==> src/hw/rtl/mbe_pkg.sv <==
// ----------------------------------------------------------------------------
// Mandelbrot escape-time package
// Shared types and constants for the escape-time iteration block.
// ----------------------------------------------------------------------------
package mbe_pkg;

  localparam int unsigned IN_FRAC     = 28;
  localparam int unsigned DATA_W      = 32;
  localparam int unsigned COUNT_OUT_W = 16;
  localparam int unsigned GREEN_W     = 8;
  localparam int unsigned PADDR_W     = 3;
  localparam int unsigned PDATA_W     = 32;

  localparam logic [COUNT_OUT_W-1:0] MAX_ITER_RESET = 16'd100;
  localparam logic                   REG_IDX_MAX    = 1'b0;

  localparam logic [GREEN_W-1:0] GREEN_INIT = 8'd2;
  localparam logic [GREEN_W-1:0] GREEN_STEP = 8'd2;
  localparam logic [GREEN_W-1:0] GREEN_MOD  = 8'd255;

  typedef enum logic [2:0] {
    ST_IDLE,
    ST_TEST,
    ST_SQY,
    ST_CROSS,
    ST_UPDATE,
    ST_DONE
  } st_e;

  typedef enum logic [1:0] {
    MUL_XX,
    MUL_YY,
    MUL_XY
  } mul_op_e;

  typedef struct packed {
    logic [GREEN_W-1:0]     green;
    logic [COUNT_OUT_W-1:0] count;
  } res_t;

endpackage

==> src/hw/rtl/mbe_regs.sv <==
// ----------------------------------------------------------------------------
// Mandelbrot escape-time configuration registers
// APB-style register port holding the iteration limit.
// ----------------------------------------------------------------------------
module mbe_regs (
  input  logic                        clk_i,
  input  logic                        rst_ni,
  input  logic                        psel,
  input  logic                        penable,
  input  logic                        pwrite,
  input  logic [mbe_pkg::PADDR_W-1:0] paddr,
  input  logic [mbe_pkg::PDATA_W-1:0] pwdata,
  output logic [mbe_pkg::PDATA_W-1:0] prdata,
  output logic                        pready,
  output logic [mbe_pkg::COUNT_OUT_W-1:0] max_iter_o
);
  import mbe_pkg::*;

  logic [COUNT_OUT_W-1:0] max_iter_q;
  logic                   wr_en;

  assign pready = 1'b1;
  assign wr_en  = psel && penable && pwrite && pready && (paddr[2] == REG_IDX_MAX);

  always_ff @(posedge clk_i or negedge rst_ni) begin
    if (!rst_ni) begin
      max_iter_q <= MAX_ITER_RESET;
    end else if (wr_en) begin
      max_iter_q <= pwdata[COUNT_OUT_W-1:0];
    end
  end

  always_comb begin
    prdata = '0;
    if (paddr[2] == REG_IDX_MAX) begin
      prdata = PDATA_W'(max_iter_q);
    end
  end

  assign max_iter_o = max_iter_q;

endmodule

==> config.mk <==
export PLATFORM = sky130hd
export DESIGN_NAME = mbe_regs
export DESIGN_NICKNAME = d
export VERILOG_FILES = /design/src/hw/rtl/mbe_pkg.sv /design/src/hw/rtl/mbe_regs.sv
export SDC_FILE = /design/constraint.sdc
export NUM_CORES = 1
export LEC_CHECK = 0
export CAP_MARGIN = 5
export CORE_MARGIN = 1.5
export CORE_UTILIZATION = 60
export CTS_CLUSTER_DIAMETER = 150
export DETAILED_ROUTE_END_ITERATION = 7
export DONT_BUFFER_PORTS = 1
export HOLD_SLACK_MARGIN = 0.05
export PLACE_DENSITY = 0.76
export SLEW_MARGIN = 20
export SYNTH_ARGS = -nofsm -noshare
export SYNTH_HDL_FRONTEND = slang
export SYNTH_SLANG_ARGS = --single-unit
==> constraint.sdc <==
create_clock -name clk_i -period 1.05 [get_ports clk_i]
set_input_delay 0.21 -clock clk_i [delete_from_list [all_inputs] [get_ports clk_i]]
set_output_delay 0.21 -clock clk_i [all_outputs]
set_load 0.02 [all_outputs]
==> results of run 1 <==
[stage by stage]
stage          worst slack, ps  std cells  hold WS, ps
3_3_place_gp              85.0        106        -85.2
2_1_floorplan             26.1         85        -85.6
4_1_cts                   -206        117         51.3
3_5_place_dp              68.0        106        -85.2
[what timing repair did]
| item | 4_1_cts |
|---|---|
| setup buffers | 2 |
| hold buffers | 5 |
| endpoints found under the hold margin | 20 |
| gates resized for setup | 18 |
| endpoints found under the setup margin | 32 |
[cell families after synthesis]
logic type,after synthesis
buffers and inverters,19
flip-flops,16
multiplexers,16
other,2
AND/OR/NAND/NOR,17
==> flow_summary.toml, run 1 <==
[clock_network]
cts_buffers = 3
clockRootBuffer = "clkbuf_4"
clock_sinks = 16
htreeDepth = 1
clock_path_buffers = 2

[synthesis]
async_flop_share_pct = 100
netlist_instances = 70
yosys_most_used_dff = "dfrtp_1"
yosysTopAreaCellShare_pct = 36.0
synth_area_um2 = 903
synth_top_family_by_area = "multiplexers"
yosys_register_bits = 16
ys_seq_area_share_pct = 44.7
yosys.area_share.simple_pct = 14.5
synthXorXnorAreaFrac_pct = 0
synth_cell_type_count = 11
yosys-top-cells-count = "buf_4 (17), dfrtp_1 (13), mux2_4 (10), nor2b_1 (10)"
synth_area_leaders = "dfrtp_1 (36%), mux2_4 (17%), buf_4 (14%)"
synth_compound_area_share_pct = 0
yosys.area_share.adder_pct = 0
post-synth-top-area-cell = "dfrtp_1"
yosysWarnings = 0
synth_most_common_cell = "buf_4"
synth_edf_count = 0
synth_area_per_cell_um2 = 12.9
synthMuxAreaShare_pct = 24.1

[floorplan]
num_rows = 13
io_pins = 89
fp.dieW_um = 41.8
die_y_um = 41.8
initial_core_util_pct = 66.9

[placed_design]
placed_area_mm2 = 0.00105
numPortBuffers = 0
gp_congestion = 0.622
post-dp-hpwl_um = 1190

[outcome]
stop_stage = "global routing"
run_status = "stopped before the end"
error = "[ERROR DPL-0038] Utilization greater than 100%, impossible to legalize"

[sta]
endpoint_type = "primary output"
worst_endpoint = "prdata[2]"

[global_route]
grt_max_degree = 18
==> run 2: changes to the inputs <==
CORE_AREA = 2 2 63 65   (was default)
CORE_MARGIN = default   (was 1.5)
CORE_UTILIZATION = default   (was 60)
CTS_CLUSTER_DIAMETER = default   (was 150)
DIE_AREA = 0 0 65 67   (was default)
HOLD_SLACK_MARGIN = default   (was 0.05)
PLACE_DENSITY = default   (was 0.76)
PLACE_DENSITY_LB_ADDON = 0.15   (was default)
==> run 2 against run 1 <==
  * Synthesized cell count stayed put
  * The flow now finishes, with violations (negative setup slack)
  * Synthesized area unchanged
==> flow_summary.toml, run 2 <==
[floorplan]
initial_core_util_pct = 25.1
io_pins = 89
fp.dieW_um = 65
die_y_um = 67
core_area_mm2 = 0.00361
die_area_mm2 = 0.00436
num_rows = 22

[synthesis]
synth_cell_type_count = 11
synth_edf_count = 0
synthMuxAreaShare_pct = 24.1
yosys.area_share.simple_pct = 14.5
synth_compound_area_share_pct = 0
netlist_instances = 70
async_flop_share_pct = 100
post-synth-top-area-cell = "dfrtp_1"
yosys_register_bits = 16
synth_area_leaders = "dfrtp_1 (36%), mux2_4 (17%), buf_4 (14%)"
yosysWarnings = 0
synth_area_per_cell_um2 = 12.9
synthXorXnorAreaFrac_pct = 0
synth_area_um2 = 903
ys_seq_area_share_pct = 44.7
yosys.area_share.adder_pct = 0
yosys_most_used_dff = "dfrtp_1"
synth_top_family_by_area = "multiplexers"
yosys-top-cells-count = "buf_4 (17), dfrtp_1 (13), mux2_4 (10), nor2b_1 (10)"
synth_most_common_cell = "buf_4"
yosysTopAreaCellShare_pct = 36.0

[global_route]
grt_use_total_pct = 9.27
antenna_found_initial = 0
grt_max_degree = 18
grt_pass1_wl_um = 2930
grt.overflow.total = 0
grt_pass1_vias = 575

[sta]
max_freq_mhz = 836
skew_ps = 0
finalCritPeriodShare_pct = 114
max_slew_margin_pct = 49.3
maxSlewViolCount = 0
setup_viol = 20
hold_viol = 0
timing.hold.ws_ps = 97.6
fin_ws_ps = -147
tightestPinTransition_ps = 760
rsz0062_at_grt = "true"
timing.final.crit_period_ps = 1200

[worst_setup_path]
crit_type = "flop to output pin"
cpPeakStageDelay_ps = 540
critPathCaptureType = "output pin"
worst-path-max-fanout = 2
startpoint_type = "flop"
path_buf_inv = 0
worst_ep_required_time_ps = 840
critPathSlowestCell = "dfstp_2"
worstPathArrival_ps = 990
crit_family = "flip-flops"
path_cells = "nor2b_4"

[drt]
routedWlPerCell_um = 13.1
dr.pass1.iters = 2
finalWirelength_um = 1960
num_vias = 574
detail-route-antenna-nets = 0
drt_iter0_drc = 8
post_drt_via_cell_ratio = 3.83
drc = 0

[clock_network]
cts_buffers = 3
clock_path_buffers = 2
htreeDepth = 1
cts_tree = "yes"
clockRootBuffer = "clkbuf_8"
clk_latency_ps = 250
clk_pin_slew_worst_paths_ps = 60
clock_sinks = 16

[final_layout]
largest_reg_flops = 16
drive_gt1_share_pct = 63.7
layout.nets = 143
syn2layout_area_growth_pct = 43.4
mostFrequentLayoutCells = "conb_1 (17), buf_4 (17), dfrtp_1 (13), buf_6 (13), mux2_4 (10)"
diodes = 0
utilization_pct = 35.9
final_area_mm2 = 0.00129

[power]
p_total_mw = 2.52
ir_drop_uv = 520
p_leak_nw = 0.679
powerDensity_mw_per_mm2 = 1950

[placed_design]
post-dp-hpwl_um = 1470
numPortBuffers = 0
placed_area_mm2 = 0.00110
gp_congestion = 0.592

[worst_hold_path]
hold_path_class = "primary input to async pin"

[outcome]
violations = "negative setup slack"
run_status = "complete, but fails checks"

[job]
drv_cap = 0
[run 2: cell counts after synthesis]
Identical to the previous run, type by type.
[run 2: worst register-to-register path, stage by stage, from the launching register on]
cell     delay [ps]
dfrtp_1         410
buf_4           140
mux2_2          250
[run 2: cells by family (layout without fill, tap and decap cells)]
kind of cell / after synthesis / count (layout)
mux: 16 / 16
other cells: 2 / 17
buf+inv: 19 / 36
flops: 16 / 16
simple gates: 17 / 17
[run 2: final timing paths]
| kind | startpoint | endpoint | slack (ps) | cells after the start |
|---|---|---|---|---|
| setup / recovery | max_iter_o[5] | prdata[5] | -150 | 1 |
| hold / removal | rst_ni | max_iter_o[0] | 100 | 1 |
| setup reg to reg | max_iter_o[12] | max_iter_o[12] | 150 | 2 |
| hold reg to reg | max_iter_o[8] | max_iter_o[8] | 530 | 1 |
| max in group asynchronous | rst_ni | max_iter_o[10] | 480 | 1 |
| min in group clk_i | pwdata[1] | max_iter_o[1] | 100 | 1 |
[run 2: through the flow]
step,std cells,TNS [ps],worst slack (ps)
final,150,-1510,-147
after detailed placement,140,0,66.8
after global routing,150,-2320,-182
after CTS,146,-1660,-154
after global placement,140,0,72.9
after floorplan,85,0,26.1
[run 2: cell type report]
cell class                 count  area, um^2
multi-input combinational     50         469
fill                         372        2310
clock buffer                   4        55.1
timing repair buffer          32         307
tap                           48        60.1
sequential                    16         404
[run 2: routing by layer]
layer	share of wire, %	track usage, %	vias to the layer above
met5	0	0	-
met4	1.9	6.38	0
met3	9.8	3.04	4
met2	52	15.9	39
met1	36	9.62	276
li1	-	-	255
[run 2: power breakdown]
part | total, mW | switching [mW] | internal [mW]
registers | 0.877 | 0.106 | 0.772
clock network | 0.549 | 0.217 | 0.333
logic | 1.09 | 0.512 | 0.582
total | 2.52 | 0.834 | 1.69
[run 2: timing repair]
item                                    CTS  global route
hold buffers                              1             0
resized for setup                         5            19
hold endpoints to repair                 16             0
buffers inserted                          1             4
endpoints found under the setup margin   19            40
(Power assumes the default switching activity.)
==> run 3: changes to the inputs <==
CELL_PAD_IN_SITES_DETAIL_PLACEMENT = 1   (was default)
CELL_PAD_IN_SITES_GLOBAL_PLACEMENT = 2   (was default)
==> run 3 against run 2 <==
  * The run still ends with negative setup slack left
  * Clock-buffer cell count is the same
  * Total power grew 2.6%
  * Sequential power shrank 0.7%
  * Worst setup slack lost 3.0 ps
  * Fmax shrank 0.25%
  * Cell count grew 2.7%
  * Clock power is essentially flat
  * Routed wire length grew 11%
  * Critical path depth is the same
==> flow_summary.toml, run 3 (same netlist as run 2, synthesis figures left out) <==
[clock_network]
clk_latency_ps = 250
cts_buffers = 3
clockRootBuffer = "clkbuf_8"
htreeDepth = 1
clock_path_buffers = 2
clock_sinks = 16
clk_pin_slew_worst_paths_ps = 70
cts_tree = "yes"

[drt]
dr.pass1.iters = 4
drt_iter0_drc = 3
post_drt_via_cell_ratio = 3.82
detail-route-antenna-nets = 0
num_vias = 589
routedWlPerCell_um = 14.1
drc = 0
finalWirelength_um = 2170

[worst_setup_path]
worstPathArrival_ps = 990
crit_family = "flip-flops"
r2r_slack_ps = 50
path_buf_inv = 0
r2r.worst_path.cells = 3
worst_ep_required_time_ps = 840
path_cells = "nor2b_4"
r2r_start = "max_iter_o[4]"
startpoint_type = "flop"
r2r_end = "max_iter_o[4]"
critPathCaptureType = "output pin"
crit_type = "flop to output pin"
cpPeakStageDelay_ps = 540
critPathSlowestCell = "dfstp_2"
worst-path-max-fanout = 2

[power]
p_leak_nw = 0.707
ir_drop_uv = 473
p_total_mw = 2.59
powerDensity_mw_per_mm2 = 1930

[outcome]
violations = "negative setup slack"
run_status = "complete, but fails checks"

[final_layout]
mostFrequentLayoutCells = "buf_4 (21), conb_1 (17), dfrtp_1 (13), buf_6 (13), mux2_4 (10)"
largest_reg_flops = 16
drive_gt1_share_pct = 67.0
layout.nets = 147
diodes = 0
syn2layout_area_growth_pct = 48.3
fill_cells = 400
utilization_pct = 37.2
mostFrequentLayoutCell = "buf_4"

[sta]
hold_viol = 0
maxSlewViolCount = 0
finalCritPeriodShare_pct = 114
max_slew_margin_pct = 47.2
skew_ps = 0
fin_ws_ps = -150
timing.final.crit_period_ps = 1200
setup_viol = 21
max_freq_mhz = 834
tns_ps = -1420
timing.hold.ws_ps = 105
rsz0062_at_grt = "true"
tightestPinTransition_ps = 793

[global_route]
grt_max_degree = 18
antenna_found_initial = 0
met3_usage_pct = 3.89
grt_pass1_wl_um = 2960
top_usage_layer = "met2"
met2_usage_pct = 14.8
grt_pass1_vias = 543
grt_use_total_pct = 9.48
grt.overflow.total = 0
grt_util_met1_pct = 11.8

[floorplan]
die_y_um = 67
io_pins = 89
die_area_mm2 = 0.00436
num_rows = 22
fp.dieW_um = 65
initial_core_util_pct = 25.1
core_area_mm2 = 0.00361

[placed_design]
numPortBuffers = 0
gp_congestion = 0.548
post-place-ws_ps = 66.1

[worst_hold_path]
hold_path_class = "primary input to async pin"

[job]
drv_cap = 0
## run 3: cell types whose count changed in the layout (fill, tap and decap cells not counted), sizes merged
| cell | delta |
|---|---|
| buf | +4 |
## run 3: worst max path at each step
stage	startpoint	to	cells past startpoint
detailed placement	paddr[2]	max_iter_o[14]	3
global placement	paddr[2]	max_iter_o[14]	3
finish	max_iter_o[6]	prdata[6]	1
floorplan	max_iter_o[4]	prdata[4]	1
global route	max_iter_o[5]	prdata[5]	1
CTS	max_iter_o[5]	prdata[5]	1
## run 3: routing by layer
| layer | part of all wire (%) | vias to the layer above |
|---|---|---|
| li1 | - | 262 |
| met1 | 38 | 288 |
| met2 | 53 | 39 |
| met3 | 8.9 | 0 |
| met4 | 0 | 0 |
| met5 | 0 | - |
## run 3: metrics by stage
stage          instance area, um^2  std cells
4_1_cts                       1190        146
2_1_floorplan                  975         85
3_5_place_dp                  1090        139
3_3_place_gp                  1090        139
5_1_grt                       1340        154
6_report                      1340        154
## run 3: layout make-up
type / count / area (um^2) / share of cell area [%]
sequential: 16 / 404 / 30.2
clock buffer: 4 / 55.1 / 4.11
timing repair buffer: 36 / 337 / 25.1
multi-input combinational: 50 / 484 / 36.1
tap: 48 / 60.1 / 4.48
## run 3: power breakdown
| part | internal [mW] | total, mW | switching, mW |
|---|---|---|---|
| clock network | 0.332 | 0.549 | 0.216 |
| logic | 0.640 | 1.17 | 0.527 |
| registers | 0.772 | 0.871 | 0.0989 |
## run 3: repair_timing
item / 4_1_cts / 5_1_grt
hold buffers: 1 / 0
setup endpoints to repair: 19 / 37
gates resized for setup: 4 / 26
buffers inserted: 2 / 8
hold endpoints to repair: 16 / 0
==> run 4: changes to the inputs <==
SKIP_LAST_GASP = 1   (was default)
==> run 4 against run 3 <==
  * The run still ends with negative setup slack left
  * Cell area shrank 0.56%
  * Largest cell class unchanged
  * Critical endpoint unchanged
  * Highest routed layer unchanged
  * Worst setup slack is the same
  * Die area is the same
  * Critical path type unchanged
==> flow_summary.toml, run 4 (same netlist as run 2, synthesis figures left out) <==
[outcome]
run_status = "complete, but fails checks"
violations = "negative setup slack"

[final_layout]
drive_gt1_share_pct = 67.0
mostFrequentLayoutCells = "buf_4 (23), conb_1 (17), dfrtp_1 (13), buf_6 (11), mux2_4 (10)"
syn2layout_area_growth_pct = 47.5
fill_cells = 400
mostFrequentLayoutCell = "buf_4"
layoutNonFillerInstCount = 154
layout.nets = 147
utilization_pct = 37.0
diodes = 0
largest_reg_flops = 16

[global_route]
grt_pass1_wl_um = 2960
antenna_found_initial = 0
grt.overflow.total = 0
grt_max_degree = 18
grt_pass1_vias = 543
grt_use_total_pct = 9.48

[sta]
hold_viol = 0
max_freq_mhz = 834
timing.final.crit_period_ps = 1200
tns_ps = -1470
skew_ps = 0
timing.hold.ws_ps = 105
setup_viol = 21
rsz0062_at_grt = "true"
maxSlewViolCount = 0
fin_ws_ps = -150
finalCritPeriodShare_pct = 114
tightestPinTransition_ps = 793
max_slew_margin_pct = 47.2

[worst_hold_path]
hold_path_class = "primary input to async pin"

[clock_network]
clockRootBuffer = "clkbuf_8"
htreeDepth = 1
cts_tree = "yes"
clock_sinks = 16
cts_buffers = 3
clk_pin_slew_worst_paths_ps = 70
clk_latency_ps = 250
clock_path_buffers = 2

[drt]
detail-route-antenna-nets = 0
post_drt_via_cell_ratio = 3.82
num_vias = 589
drt_iter0_drc = 3
dr.pass1.iters = 4
routedWlPerCell_um = 14.1
drc = 0
finalWirelength_um = 2170

[worst_setup_path]
r2r.worst_path.cells = 3
worst-path-max-fanout = 2
r2r_start = "max_iter_o[4]"
crit_family = "flip-flops"
r2r_slack_ps = 50
r2r_end = "max_iter_o[4]"
path_cells = "nor2b_4"
worst_ep_required_time_ps = 840
critPathSlowestCell = "dfstp_2"
cp.depth = 1
startpoint_type = "flop"
crit_type = "flop to output pin"
critPathCaptureType = "output pin"
cpPeakStageDelay_ps = 540
worstPathArrival_ps = 990
path_buf_inv = 0

[power]
ir_drop_uv = 473
powerDensity_mw_per_mm2 = 1930
p_leak_nw = 0.705

[floorplan]
io_pins = 89
die_y_um = 67
num_rows = 22
die_area_mm2 = 0.00436
initial_core_util_pct = 25.1
core_area_mm2 = 0.00361
fp.dieW_um = 65

[placed_design]
place_inst = 139
gp_congestion = 0.548
numPortBuffers = 0

[job]
drv_cap = 0
## run 4: cell types whose count changed in the layout (fill, tap and decap cells not counted)
cell | previous run | this run
buf_6 | 13 | 11
buf_4 | 21 | 23
## run 4: how the worst max path moves through the flow
stage	startpoint	end
after global placement	paddr[2]	max_iter_o[14]
after global routing	max_iter_o[5]	prdata[5]
after detailed placement	paddr[2]	max_iter_o[14]
after CTS	max_iter_o[5]	prdata[5]
after floorplan	max_iter_o[4]	prdata[4]
final	max_iter_o[6]	prdata[6]
## run 4: final cells by class
type	instances	area [um^2]	area share [%]
Timing Repair Buffer	36	329	24.7
Sequential cell	16	404	30.3
Multi-Input combinational cell	50	484	36.3
Tap cell	48	60.1	4.51
Clock buffer	4	55.1	4.13
## run 4: routing by layer
metal / part of all wire [%] / routed length [um] / global-route usage (%) / vias to the layer above
li1: - / - / - / 262
met1: 38 / 815 / 11.8 / 288
met2: 54 / 1160 / 14.8 / 39
met3: 8.9 / 193 / 3.89 / 0
met4: 0 / 0 / 3.19 / 0
met5: 0 / 0 / 0 / -
## run 4: what timing repair did
item,CTS,global route
buffers inserted,2,8
endpoints found under the setup margin,19,37
gates resized for setup,4,24
hold endpoints to repair,16,0
hold buffers,1,0
## run 4: power breakdown
part,leakage (nW),switching [mW],internal (mW)
registers,0.188,0.0989,0.772
logic,0.489,0.525,0.629
clock network,0.0288,0.216,0.332
total,0.705,0.840,1.73
## run 4: per-stage QoR
| step | instance area (um^2) | setup WS, ps | power [mW] |
|---|---|---|---|
| 4_1_cts | 1190 | -159 | 2.43 |
| 3_5_place_dp | 1090 | 66.1 | 1.79 |
| 3_3_place_gp | 1090 | 72.3 | 1.78 |
| 2_1_floorplan | 975 | 26.1 | 1.52 |
| 6_report | 1330 | -150 | 2.57 |
| 5_1_grt | 1330 | -177 | 2.72 |
